--- config.mk ---
export PLATFORM = sky130hd
export DESIGN_NAME = http_request_line_route_matcher
export DESIGN_NICKNAME = d
export VERILOG_FILES = /design/src/rtl/hrlm_pkg.sv /design/src/rtl/hrlm_dp.sv /design/src/rtl/hrlm_ctrl.sv /design/src/rtl/http_request_line_route_matcher.sv
export SDC_FILE = /design/constraint.sdc
export NUM_CORES = 1
export LEC_CHECK = 0
export ABC_AREA = 1
export ABC_CLOCK_PERIOD_IN_PS = 7400
export BUFFER_PORTS_ARGS = -buffer_cell sky130_fd_sc_hd__buf_2
export CAP_MARGIN = 20
export CORE_AREA = 2 2 280 282
export CTS_BUF_LIST = sky130_fd_sc_hd__clkbuf_8
export DETAILED_ROUTE_END_ITERATION = 8
export DIE_AREA = 0 0 282 284
export GPL_TIMING_DRIVEN = 0
export SYNTH_ARGS = -nofsm -noshare
export SYNTH_HDL_FRONTEND = slang
export SYNTH_SLANG_ARGS = --single-unit
--- constraint.sdc ---
create_clock -name i_clk -period 7.4 [get_ports i_clk]
set_clock_uncertainty 0.15 [all_clocks]
set_input_delay 0.37 -clock i_clk [delete_from_list [all_inputs] [get_ports i_clk]]
set_output_delay 0.37 -clock i_clk [all_outputs]
set_load 0.01 [all_outputs]
--- src/rtl/hrlm_pkg.sv ---
// Package for the request line route matcher: types, codes and constants.
// Used by hrlm_ctrl, hrlm_dp and http_request_line_route_matcher.
package hrlm_pkg;

    localparam int MAX_ROUTES_DEF = 16;
    localparam int MAX_URI_DEF    = 64;

    localparam int CFG_W    = 5;
    localparam int STATUS_W = 3;
    localparam int ULEN_W   = 7;
    localparam int HASH_W   = 32;
    localparam int RIDX_W   = 4;
    localparam int IN_DW    = 48;
    localparam int OUT_DW   = 48;

    localparam logic [HASH_W-1:0] FNV_BASIS = 32'd2166136261;
    localparam logic [HASH_W-1:0] FNV_PRIME = 32'd16777619;

    localparam logic [7:0] CH_G     = 8'h47;
    localparam logic [7:0] CH_E     = 8'h45;
    localparam logic [7:0] CH_P     = 8'h50;
    localparam logic [7:0] CH_O     = 8'h4F;
    localparam logic [7:0] CH_SLASH = 8'h2F;
    localparam logic [7:0] CH_SPACE = 8'h20;
    localparam logic [7:0] CH_CR    = 8'h0D;
    localparam logic [7:0] CH_LF    = 8'h0A;
    localparam logic [7:0] CH_NUL   = 8'h00;

    typedef enum logic [2:0] {
        PH_IDLE,
        PH_SECOND,
        PH_SEEK,
        PH_URI,
        PH_SEARCH,
        PH_DONE
    } t_phase;

    typedef enum logic [STATUS_W-1:0] {
        ST_FOUND      = 3'd0,
        ST_BAD_METHOD = 3'd1,
        ST_NO_URI     = 3'd2,
        ST_TOO_LONG   = 3'd3,
        ST_NOT_FOUND  = 3'd4,
        ST_POST       = 3'd5
    } t_status;

    // controller -> datapath
    typedef struct packed {
        logic    tbl_wr;
        logic    ld_first;
        logic    hash_en;
        logic    clear;
        logic    search_start;
        logic    search_step;
        logic    emit;
        t_status status;
    } t_cmd;

    // datapath -> controller
    typedef struct packed {
        logic b_nul;
        logic b_crlf;
        logic b_slash;
        logic b_space;
        logic method_ok;
        logic too_long;
        logic is_post;
        logic hit;
        logic exhausted;
        logic out_busy;
    } t_sts;

endpackage

--- src/rtl/hrlm_dp.sv ---
// Datapath of the route matcher: byte decode, FNV-1 hash, URI count,
// route table memory with serial search, result register. Uses hrlm_pkg.
module hrlm_dp import hrlm_pkg::*; #(
    parameter int MAX_ROUTES = MAX_ROUTES_DEF,
    parameter int MAX_URI    = MAX_URI_DEF
) (
    input  logic              i_clk,
    input  logic              i_rst_n,
    input  t_cmd              i_cmd,
    output t_sts              o_sts,
    input  logic              i_cfg_wr_en,
    input  logic [CFG_W-1:0]  i_cfg_wr_data,
    input  logic [7:0]        i_byte,
    input  logic [RIDX_W-1:0] i_entry_index,
    input  logic [HASH_W-1:0] i_entry_hash,
    input  logic              i_out_ready,
    output logic              o_out_valid,
    output logic [OUT_DW-1:0] o_out_data
);

    localparam int AW  = (MAX_ROUTES > 1) ? $clog2(MAX_ROUTES) : 1;
    localparam int CW  = $clog2(MAX_ROUTES + 1);
    localparam int NW  = (CW > CFG_W) ? CW : CFG_W;
    localparam int UCW = $clog2(MAX_URI + 1);

    logic [CFG_W-1:0]  r_route_count;
    logic [7:0]        r_first;
    logic [HASH_W-1:0] r_hash;
    logic [UCW-1:0]    r_cnt;
    logic [CW-1:0]     r_idx;
    logic [HASH_W-1:0] r_rd;
    logic [CW-1:0]     r_rd_idx;
    logic              r_rd_vld;
    logic              r_out_vld;
    logic [OUT_DW-1:0] r_out;
    logic [HASH_W-1:0] mem [MAX_ROUTES];

    logic [HASH_W-1:0] n_hash;
    logic [CW-1:0]     n_limit;
    logic              idx_more;
    logic              wr_ok;
    logic              with_uri;
    logic              method_bit;
    logic [31:0]       rd_idx_ext;
    logic [31:0]       cnt_ext;
    logic [OUT_DW-1:0] n_out;

    // entries searched: min(route_count, MAX_ROUTES)
    always_comb begin
        if (NW'(r_route_count) < NW'(MAX_ROUTES)) begin
            n_limit = CW'(NW'(r_route_count));
        end else begin
            n_limit = CW'(MAX_ROUTES);
        end
    end

    assign idx_more = r_idx < n_limit;
    assign wr_ok    = 32'(i_entry_index) < MAX_ROUTES;
    assign n_hash   = (r_hash * FNV_PRIME) ^ HASH_W'(i_byte);

    assign o_sts.b_nul     = i_byte == CH_NUL;
    assign o_sts.b_crlf    = (i_byte == CH_CR) || (i_byte == CH_LF);
    assign o_sts.b_slash   = i_byte == CH_SLASH;
    assign o_sts.b_space   = i_byte == CH_SPACE;
    assign o_sts.method_ok = ((r_first == CH_G) && (i_byte == CH_E)) ||
                             ((r_first == CH_P) && (i_byte == CH_O));
    assign o_sts.too_long  = 32'(r_cnt) >= MAX_URI;
    assign o_sts.is_post   = method_bit;
    assign o_sts.hit       = r_rd_vld && (r_rd == r_hash);
    assign o_sts.exhausted = !r_rd_vld && !idx_more;
    assign o_sts.out_busy  = r_out_vld && !i_out_ready;

    assign method_bit = r_first == CH_P;
    assign with_uri   = (i_cmd.status != ST_BAD_METHOD) && (i_cmd.status != ST_NO_URI);
    assign rd_idx_ext = 32'(r_rd_idx);
    assign cnt_ext    = 32'(r_cnt);

    // fields from bit 0: status, method, path length, path hash, route_index
    always_comb begin
        n_out        = '0;
        n_out[2:0]   = i_cmd.status;
        n_out[3]     = (i_cmd.status != ST_BAD_METHOD) ? method_bit : 1'b0;
        n_out[10:4]  = with_uri ? cnt_ext[ULEN_W-1:0] : '0;
        n_out[42:11] = with_uri ? r_hash : '0;
        n_out[46:43] = (i_cmd.status == ST_FOUND) ? rd_idx_ext[RIDX_W-1:0] : '0;
    end

    always_ff @(posedge i_clk) begin
        if (!i_rst_n) begin
            r_route_count <= '0;
            r_first       <= '0;
            r_hash        <= FNV_BASIS;
            r_cnt         <= '0;
            r_out_vld     <= 1'b0;
            r_rd_vld      <= 1'b0;
        end else begin
            if (i_cfg_wr_en) begin
                r_route_count <= i_cfg_wr_data;
            end
            if (i_cmd.clear) begin
                r_first <= '0;
                r_hash  <= FNV_BASIS;
                r_cnt   <= '0;
            end else begin
                if (i_cmd.ld_first) begin
                    r_first <= i_byte;
                end
                if (i_cmd.hash_en) begin
                    r_hash <= n_hash;
                    if (32'(r_cnt) < MAX_URI) begin
                        r_cnt <= r_cnt + 1'b1;
                    end
                end
            end
            if (i_cmd.emit) begin
                r_out_vld <= 1'b1;
            end else if (i_out_ready) begin
                r_out_vld <= 1'b0;
            end
            if (i_cmd.search_start) begin
                r_rd_vld <= 1'b0;
            end else if (i_cmd.search_step) begin
                r_rd_vld <= idx_more;
            end
        end
    end

    always_ff @(posedge i_clk) begin
        if (i_cmd.emit) begin
            r_out <= n_out;
        end
        if (i_cmd.search_start) begin
            r_idx <= '0;
        end else if (i_cmd.search_step && idx_more) begin
            r_idx    <= r_idx + 1'b1;
            r_rd_idx <= r_idx;
        end
    end

    // route table: one write port, one registered read port
    always_ff @(posedge i_clk) begin
        if (i_cmd.tbl_wr && wr_ok) begin
            mem[AW'(i_entry_index)] <= i_entry_hash;
        end
        if (i_cmd.search_step && idx_more) begin
            r_rd <= mem[r_idx[AW-1:0]];
        end
    end

    assign o_out_valid = r_out_vld;
    assign o_out_data  = r_out;

endmodule

--- src/rtl/hrlm_ctrl.sv ---
// Controller of the route matcher: parse phase state machine and handshake.
// Uses hrlm_pkg; drives the command struct of hrlm_dp.
module hrlm_ctrl import hrlm_pkg::*; (
    input  logic i_clk,
    input  logic i_rst_n,
    input  logic i_valid,
    input  logic i_mode,
    input  logic i_last,
    output logic o_ready,
    input  t_sts i_sts,
    output t_cmd o_cmd
);

    t_phase r_phase;
    t_phase n_phase;
    logic   r_last;
    logic   n_last;
    logic   acc;
    logic   acc_byte;

    // bytes past a result never emit, so they flow even with a full output
    assign o_ready  = (r_phase != PH_SEARCH) && ((r_phase == PH_DONE) || !i_sts.out_busy);
    assign acc      = i_valid && o_ready;
    assign acc_byte = acc && !i_mode;

    // outputs
    always_comb begin
        t_phase mid;
        o_cmd        = '0;
        o_cmd.status = ST_BAD_METHOD;
        o_cmd.tbl_wr = acc && i_mode;
        mid          = r_phase;
        case (r_phase)
            PH_IDLE: begin
                if (acc_byte) begin
                    if (i_sts.b_nul) begin
                        o_cmd.emit = 1'b1;
                    end else if (!i_sts.b_crlf) begin
                        o_cmd.ld_first = 1'b1;
                        mid            = PH_SECOND;
                    end
                end
            end
            PH_SECOND: begin
                if (acc_byte) begin
                    if (i_sts.method_ok) begin
                        mid = PH_SEEK;
                    end else begin
                        o_cmd.emit = 1'b1;
                    end
                end
            end
            PH_SEEK: begin
                if (acc_byte) begin
                    if (i_sts.b_nul || i_sts.b_crlf) begin
                        o_cmd.emit   = 1'b1;
                        o_cmd.status = ST_NO_URI;
                    end else if (i_sts.b_slash) begin
                        o_cmd.hash_en = 1'b1;
                        mid           = PH_URI;
                    end
                end
            end
            PH_URI: begin
                if (acc_byte) begin
                    if (i_sts.b_nul || i_sts.b_crlf) begin
                        o_cmd.emit   = 1'b1;
                        o_cmd.status = ST_NO_URI;
                    end else if (i_sts.b_space) begin
                        if (i_sts.too_long) begin
                            o_cmd.emit   = 1'b1;
                            o_cmd.status = ST_TOO_LONG;
                        end else if (i_sts.is_post) begin
                            o_cmd.emit   = 1'b1;
                            o_cmd.status = ST_POST;
                        end else begin
                            o_cmd.search_start = 1'b1;
                            mid                = PH_SEARCH;
                        end
                    end else begin
                        o_cmd.hash_en = 1'b1;
                    end
                end
            end
            PH_SEARCH: begin
                if (i_sts.hit || i_sts.exhausted) begin
                    if (!i_sts.out_busy) begin
                        o_cmd.emit   = 1'b1;
                        o_cmd.status = i_sts.hit ? ST_FOUND : ST_NOT_FOUND;
                        o_cmd.clear  = r_last;
                    end
                end else begin
                    o_cmd.search_step = 1'b1;
                end
            end
            default: begin
            end
        endcase
        // last byte closes an open request
        if (acc_byte && i_last && !o_cmd.emit) begin
            if (mid == PH_IDLE || mid == PH_SECOND) begin
                o_cmd.emit   = 1'b1;
                o_cmd.status = ST_BAD_METHOD;
            end else if (mid == PH_SEEK || mid == PH_URI) begin
                o_cmd.emit   = 1'b1;
                o_cmd.status = ST_NO_URI;
            end
        end
        if (acc_byte && i_last && !o_cmd.search_start) begin
            o_cmd.clear = 1'b1;
        end
    end

    // next state
    always_comb begin
        n_phase = r_phase;
        n_last  = r_last;
        case (r_phase)
            PH_IDLE: begin
                if (o_cmd.ld_first) begin
                    n_phase = PH_SECOND;
                end
            end
            PH_SECOND: begin
                if (acc_byte && i_sts.method_ok) begin
                    n_phase = PH_SEEK;
                end
            end
            PH_SEEK: begin
                if (acc_byte && i_sts.b_slash && !i_sts.b_nul && !i_sts.b_crlf) begin
                    n_phase = PH_URI;
                end
            end
            PH_URI: begin
                if (o_cmd.search_start) begin
                    n_phase = PH_SEARCH;
                    n_last  = i_last;
                end
            end
            default: begin
            end
        endcase
        if (o_cmd.clear) begin
            n_phase = PH_IDLE;
        end else if (o_cmd.emit) begin
            n_phase = PH_DONE;
        end
    end

    always_ff @(posedge i_clk) begin
        if (!i_rst_n) begin
            r_phase <= PH_IDLE;
            r_last  <= 1'b0;
        end else begin
            r_phase <= n_phase;
            r_last  <= n_last;
        end
    end

`ifndef SYNTHESIS
    a_emit_room: assert property (@(posedge i_clk) disable iff (!i_rst_n)
        o_cmd.emit |-> !i_sts.out_busy)
        else $error("result issued while output register is held");

    // a hashed byte can only meet a result when data ends on it
    a_hash_or_emit: assert property (@(posedge i_clk) disable iff (!i_rst_n)
        (o_cmd.hash_en && o_cmd.emit) |-> (o_cmd.status == ST_NO_URI) && o_cmd.clear)
        else $error("hash update alongside a result that carries the hash");

    a_clear_idle: assert property (@(posedge i_clk) disable iff (!i_rst_n)
        o_cmd.clear |=> r_phase == PH_IDLE)
        else $error("request end did not return to idle");

    a_search_enter: assert property (@(posedge i_clk) disable iff (!i_rst_n)
        o_cmd.search_start |=> (r_phase == PH_SEARCH) && $stable(i_sts.too_long))
        else $error("route search not entered");
`endif

endmodule

--- src/rtl/http_request_line_route_matcher.sv ---
// Top level of the request line route matcher: ports and wiring of
// hrlm_ctrl and hrlm_dp. Uses hrlm_pkg.
//
//  channel      handshake                      carries
//  s_axis       s_axis_tvalid / s_axis_tready  request byte or route table write
//  m_axis       m_axis_tvalid / m_axis_tready  one status word per request
//  cfg          i_cfg_wr_en                    route_count
//
// Request bytes and table writes are each taken on an s_axis handshake.
// A GET URI ending in a space starts a serial table search, one slot per
// cycle through the table's registered read port, over at most
// min(route_count, MAX_ROUTES) slots, input stalled meanwhile.
// Reset (i_rst_n low, synchronous) clears the parse and route_count; table
// contents are undefined until written.
// The result sits in an output register. While m_axis_tready low holds it,
// input stalls, except for the bytes that follow the request's result.
module http_request_line_route_matcher import hrlm_pkg::*; #(
    parameter int MAX_ROUTES = MAX_ROUTES_DEF,
    parameter int MAX_URI    = MAX_URI_DEF
) (
    input  logic              i_clk,
    input  logic              i_rst_n,
    // configuration: route_count
    input  logic              i_cfg_wr_en,
    input  logic [CFG_W-1:0]  i_cfg_wr_data,
    // request input
    input  logic              s_axis_tvalid,
    output logic              s_axis_tready,
    // [7:0] data_byte, [11:8] entry_index, [43:12] entry_hash, rest zero
    input  logic [IN_DW-1:0]  s_axis_tdata,
    input  logic              s_axis_tlast,   // end_of_data
    input  logic              s_axis_tuser,   // mode: 0 byte, 1 table write
    // result output
    output logic              m_axis_tvalid,
    input  logic              m_axis_tready,
    // [2:0] status, [3] method, [10:4] path length, [42:11] path hash,
    // [46:43] route_index, [47] zero
    output logic [OUT_DW-1:0] m_axis_tdata
);

    t_cmd cmd;
    t_sts sts;

    // FSM: phase tracking, byte commands, search sequencing
    hrlm_ctrl u_ctrl (
        .i_clk   (i_clk),
        .i_rst_n (i_rst_n),
        .i_valid (s_axis_tvalid),
        .i_mode  (s_axis_tuser),
        .i_last  (s_axis_tlast),
        .o_ready (s_axis_tready),
        .i_sts   (sts),
        .o_cmd   (cmd)
    );

    // hash, counters, route table and result register
    hrlm_dp #(
        .MAX_ROUTES (MAX_ROUTES),
        .MAX_URI    (MAX_URI)
    ) u_dp (
        .i_clk         (i_clk),
        .i_rst_n       (i_rst_n),
        .i_cmd         (cmd),
        .o_sts         (sts),
        .i_cfg_wr_en   (i_cfg_wr_en),
        .i_cfg_wr_data (i_cfg_wr_data),
        .i_byte        (s_axis_tdata[7:0]),
        .i_entry_index (s_axis_tdata[11:8]),
        .i_entry_hash  (s_axis_tdata[43:12]),
        .i_out_ready   (m_axis_tready),
        .o_out_valid   (m_axis_tvalid),
        .o_out_data    (m_axis_tdata)
    );

endmodule
Yosys cells after proc, flatten, opt, wreduce, memory -nomap -nowiden:

Memories as Yosys holds them, arrays and structs flattened. A register that Yosys moved wholly into a read port is not among the register bits.
Cells that the tools add are included.

* register bits: 114
* memories: 1
* output and inout port bits: 50
* RAM bits: 512
* input bits: 60
* word-level logic and storage cells: 170

* reduce and logical (&&, ||, !) cells: 49
* $mul: 1
* magnitude comparators: 4
* equality and inequality tests: 28
* add/sub/neg operators: 2
* bitwise operators: 3
* multiplexer cells: 67

Memories
* u_dp.mem: depth 16, bits a word 32, read ports 1, clocked after memory_dff 1, wr ports 1, line hrlm_dp.sv:36 `logic [HASH_W-1:0] mem [MAX_ROUTES];`

Operators with widths (count)
* two-way mux 3 bit: 19
* two-way mux 4 bit: 12
* equality test 32 bit: 1
* equality test 8 x 7 -> 1 bit, second input constant: 4
* multiplier 32 x 25 -> 32 bit, second input constant: 1
* bitwise XOR 32 x 8 -> 32 bit: 1
* two-way mux 1 bit: 30
* one-hot mux 3 bit (4 select lines): 2
* logical AND 1 bit: 18
* equality test 8 x 4 -> 1 bit, second input constant: 2
* equality test 8 x 6 -> 1 bit, second input constant: 2
* equality test 3 x 2 -> 1 bit, second input constant: 4
* AND reduction 5 bit: 2
* zero test 1 bit: 9
* zero test 3 bit: 3
* != test 3 x 2 -> 1 bit, second input constant: 3
* != test 3 bit, second input constant: 3
* one-hot mux 3 bit (3 select lines): 1
* zero test 8 bit: 1
* adder 7 x 1 -> 7 bit, second input constant: 1
* >= comparator 7 bit, second input constant: 1
* logical OR 1 bit: 7
* < comparator 7 bit, second input constant: 1
* equality test 3 x 1 -> 1 bit, second input constant: 2
* 17 further kinds: 24

Logic depth before layout (Yosys ltp):

* depth in word-level cells: 16
* depth in mapped cells: 23

Modules after synthesis:

Synthesis repeated with hierarchy kept, for this count alone.

* cells, all modules: 2861
* area total of the unflattened synthesis: 32448.6 µm²

Modules (own cells, without submodules)
* hrlm_dp: cells each 2764, instances 1, sequential area each 19048.3 µm², area an instance 31866.8 µm²
* hrlm_ctrl: cells each 97, instances 1, sequential area each 80.1 µm², area an instance 581.8 µm²

Worst setup path before layout:

OpenSTA, ideal clock, no wires.

* path kind: reg2reg
* start: register u_dp.r_hash[18]
* end: register u_dp.r_hash[31]
* clock period less this slack: 4.693 ns
* buffers on the path: 0
* stages on the path, launching flop included: 20
* data required time: 7.176 ns
* data arrival time: 4.468 ns
* setup slack: 2.707 ns
* cell sequence: dfxtp_1 -> ha_1 -> ha_1 -> fa_1 -> ha_1 -> inv_1 -> fa_1 -> inv_1 -> fa_1 -> inv_1 -> fa_1 -> inv_1 -> ha_1 -> a21oi_1 -> o21ai_0 -> a221oi_1 -> o211ai_1 -> nand2_1 -> nand2_1 -> o21ai_0

* cells in the longest elaborated chain, start to end: 7
* elaborated cells between the ends (all ways): 9

Ends and longest elaborated chain
* start: declaration: line hrlm_dp.sv:28 `logic [HASH_W-1:0] r_hash;`
* start signal: assignment: line hrlm_dp.sv:109 `r_hash <= n_hash;`
* branches (longest 7 deep; another with multiplier 32 x 25 -> 32 bit)

Several ways; the timed one is not identified.
A chain may end at the register's enable or synchronous reset.

Worst setup path after layout:

* start: register u_dp.r_hash[6]
* end: register u_dp.r_hash[27]

Same word-level chain as after synthesis.

==> results.md <==
- Die H: approximately 280 um
- Detailed placement HPWL: 64600 um
- Number of buffers created by CTS: approximately 110
- Violation count after the first detailed-route iteration: between 2000 and 2500
- Fin. max-slew vios: 0
- Synth top area cells: edfxtp_1 (56%), ha_1 (7.5%), nor2_1 (5.0%), fa_1 (4.6%), dfxtp_1 (3.9%)
- Cell with the most instances after synthesis: edfxtp_1
- CP endpoint kind: flop
- Largest net degree at the start of global routing: 37
- Placed Cells: 3912
- DR pass1 iterations: 7
- FF+latch count, synth: 658
- Global-route wire length before repair: ~140000 um
- Seq/Total Area, Yosys: 0.596
- Crit path launch: u_dp.r_hash[6]
- Max rail drop VDD: between 0.00015 and 0.0002 V
- Fin cells: roughly 4200
- Reg2reg start: u_dp.r_hash[6]
- Cts repair resizes: 0
- R2R cell count: 21
- Yosys warns: 0
- Setup slack, reg-to-reg: 1.71 ns
- RR Endpoint: u_dp.r_hash[27]
- All-Layer GR Usage: 0.229
- Final Cycle Share: 0.768
- Yosys top cell area share: 0.556
- Core area: 0.0770 mm2
- Detail Route Antenna Nets: 0
- DIE WIDTH: 282 um
- Worst skew pair latency: around 0.77 ns
- Hold Buf Count CTS: 60
- Tightest Pin Transition: 0.920 ns
- Clock sink total: 658
- Fin nets: 3368
- Slowest Stage Delay on Critical Path: ~0.85 ns
- Final setup fails: 0
- Slowest-stage cell, CP: dfxtp_1
- P_leak: 14.2 nW
- Unrepaired setup endpoints after global routing: false
- Post-place instance area: roughly 0.034 mm2
- Top_reg_cell synth: edfxtp_1
- Max Clock Freq: 176 MHz
- Final hold vios: 0
- Cell Pwr Density: ~280 mW/mm2
- Syn Nets: between 3000 and 4000
- CP arrival: between 6 and 7 ns
- Critical Path Start Type: flop
- WS Path Type: reg -> reg
- Via Count: 22400
- Fill count: 6951
- Drt wl/cell: 22.1 um
- Number of synthesized flops with an enable pin: 595
- Clock buffer depth: 3
- Syn Std Cell Area: between 0.03 and 0.04 mm2
- Status: completed
- Post-synth top cells: edfxtp_1 (595), nor2_1 (424), inv_1 (299)
- Relative slew slack: 0.385
- Final instance area: 0.0371 mm2
- Routability cong.: about 0.90
- Vias in the first global route: 22700
- Max cap viols: 0
- Ports: 110
- Synth async-reset ratio: 0
- Initial antenna violation count: 4
- Worst-path clk slew: 0.06 ns
- DRC Markers: 0
- Initial core utilization: 0.417
- Post-CTS setup buffers: 0
- Root buffer cell: clkbuf_8
- DR vias/cell: roughly 5.4
- Hold Path Class: in -> reg
- Area Growth Syn to Fin: 15.6%
- Cells after Synth: ~2800
- Row count: about 100
- Share of layout cells above drive strength 1: 0.111
- H-tree depth: 3
- Count of cell types in the netlist: 50
- Most frequent CP cell: ha_1
- Setup_tns: 0 ns
- PortBufs: between 100 and 150
- Crit path to: u_dp.r_hash[27]
- Post-synth top area cell: edfxtp_1
- CP cell instances: ha_1 > ha_1 > fa_1 > ha_1 > inv_1 > fa_1 > inv_1 > ha_1 > inv_1 > fa_1 > inv_1 > ha_1 > a21oi_1 > o21ai_0 > o21ai_0 > nand3_1 > nand3_1 > nand2_1 > or2_2 > nand2_1 > a21oi_1
- Worst-path maximum fanout: 9
- Total die area: between 0.08 and 0.09 mm2
- Mapped Avg Cell Area: around 12 um2
- CP required: between 7 and 8 ns
- CTS tree: done
- Fin crit period: 5.69 ns
- Overall routed net length: about 90000 um
- GRT overflow: 0
==> how the worst min path moves through the flow <==
stage,start,endpoint,cells after the start
2_1_floorplan,u_dp.r_first[7],u_dp.r_first[7],2
4_1_cts,s_axis_tuser,u_dp.o_out_data[2],4
6_report,s_axis_tuser,u_dp.r_first[6],6
3_3_place_gp,u_dp.r_first[7],u_dp.r_first[7],2
5_1_grt,s_axis_tuser,u_dp.o_out_data[2],4
3_5_place_dp,u_dp.r_first[7],u_dp.r_first[7],2
==> where the power goes <==
group	internal (mW)	switching, mW	leakage, nW
logic	0.845	2.04	7.08
clock network	1.59	1.51	1.19
registers	4.23	0.0566	5.89
==> through the flow <==
step	setup WS, ns	power [mW]	hold WS [ns]	utilization
2_1_floorplan	2.71	6.04	0.286	-
3_3_place_gp	1.78	7.15	0.305	0.441
3_5_place_dp	1.79	7.19	0.303	0.447
4_1_cts	1.76	10.3	0.00735	0.482
5_1_grt	1.44	10.7	0.0266	0.482
6_report	1.71	10.3	0.0632	0.482
==> placed cells by master (no fill, tap or decap), types with 10 or more instances in the layout <==
cell type	synthesis	final
a211oi_1	10	10
fa_1	74	74
clkbuf_8	0	108
a21oi_2	10	10
o211ai_1	28	28
xor2_1	19	19
clkinv_1	0	25
nand2_1	265	265
o221ai_1	51	51
edfxtp_1	595	595
a21oi_1	61	61
ha_1	193	193
buf_2	16	119
xnor2_1	27	27
nand4_1	17	17
o32ai_1	77	77
o21ai_1	10	10
nand3_1	96	95
nor3_1	18	18
mux2i_1	51	51
nor2_1	424	407
dfxtp_1	63	63
inv_1	299	334
clkbuf_1	85	85
clkinv_2	0	11
nor2_4	11	28
dlygate4sd3_1	0	60
inv_2	12	12
o21ai_0	174	174
buf_12	1	14
==> kinds of logic (layout without fill, tap and decap cells) <==
logic type      after synthesis  count (layout)  synth area share
simple gates                859             859             0.112
other cells                   1               3          0.000117
compound gates              444             444            0.0901
xor+xnor                     46              46            0.0125
flops                       658             658             0.596
buf+inv                     426             798            0.0522
fa+ha+maj                   267             267             0.121
mux                          51              51            0.0159
==> state kept, by name, summed over array words and instances, names as in the netlist <==
signal              flops
u_dp.r_route_count      5
u_ctrl.r_last           1
u_dp.r_rd              32
u_ctrl.r_phase          3
u_dp.r_idx              5
u_dp.r_rd_vld           1
u_dp.o_out_data        47
u_dp.r_first            8
u_dp.r_rd_idx           4
u_dp.o_out_valid        1
u_dp.r_hash            32
u_dp.mem              512
u_dp.r_cnt              7
==> worst max-delay path, delay by kind of cell (launching register included) <==
kind	cells	cell delay, ns
adders and majority gates	8	2.90
DFF	1	0.85
AOI/OAI and AO/OA	4	0.79
and+or+nand+nor	5	0.69
buffers and inverters	4	0.18
==> metal layers <==
| metal | GRT usage | vias up | part of all wire |
|---|---|---|---|
| met5 | 0 | - | 0.00014 |
| met4 | 0.0660 | 2 | 0.025 |
| met3 | 0.0372 | 159 | 0.068 |
| met2 | 0.402 | 929 | 0.50 |
| met1 | 0.291 | 11100 | 0.40 |
| li1 | - | 10300 | - |
==> layout make-up <==
| cell class | count | area, um2 | share of cell area |
|---|---|---|---|
| Inverter | 311 | 1170 | 0.0315 |
| Clock inverter | 84 | 583 | 0.0157 |
| Antenna cell | 2 | 5.00 | 0.000135 |
| Sequential cell | 658 | 19100 | 0.516 |
| Buffer | 115 | 509 | 0.0137 |
| Multi-Input combinational cell | 1668 | 11400 | 0.308 |
| Clock buffer | 108 | 1490 | 0.0401 |
| Timing Repair Buffer | 180 | 1490 | 0.0401 |
| Tap cell | 1040 | 1300 | 0.0351 |
Power figures use the tool's default switching activity.
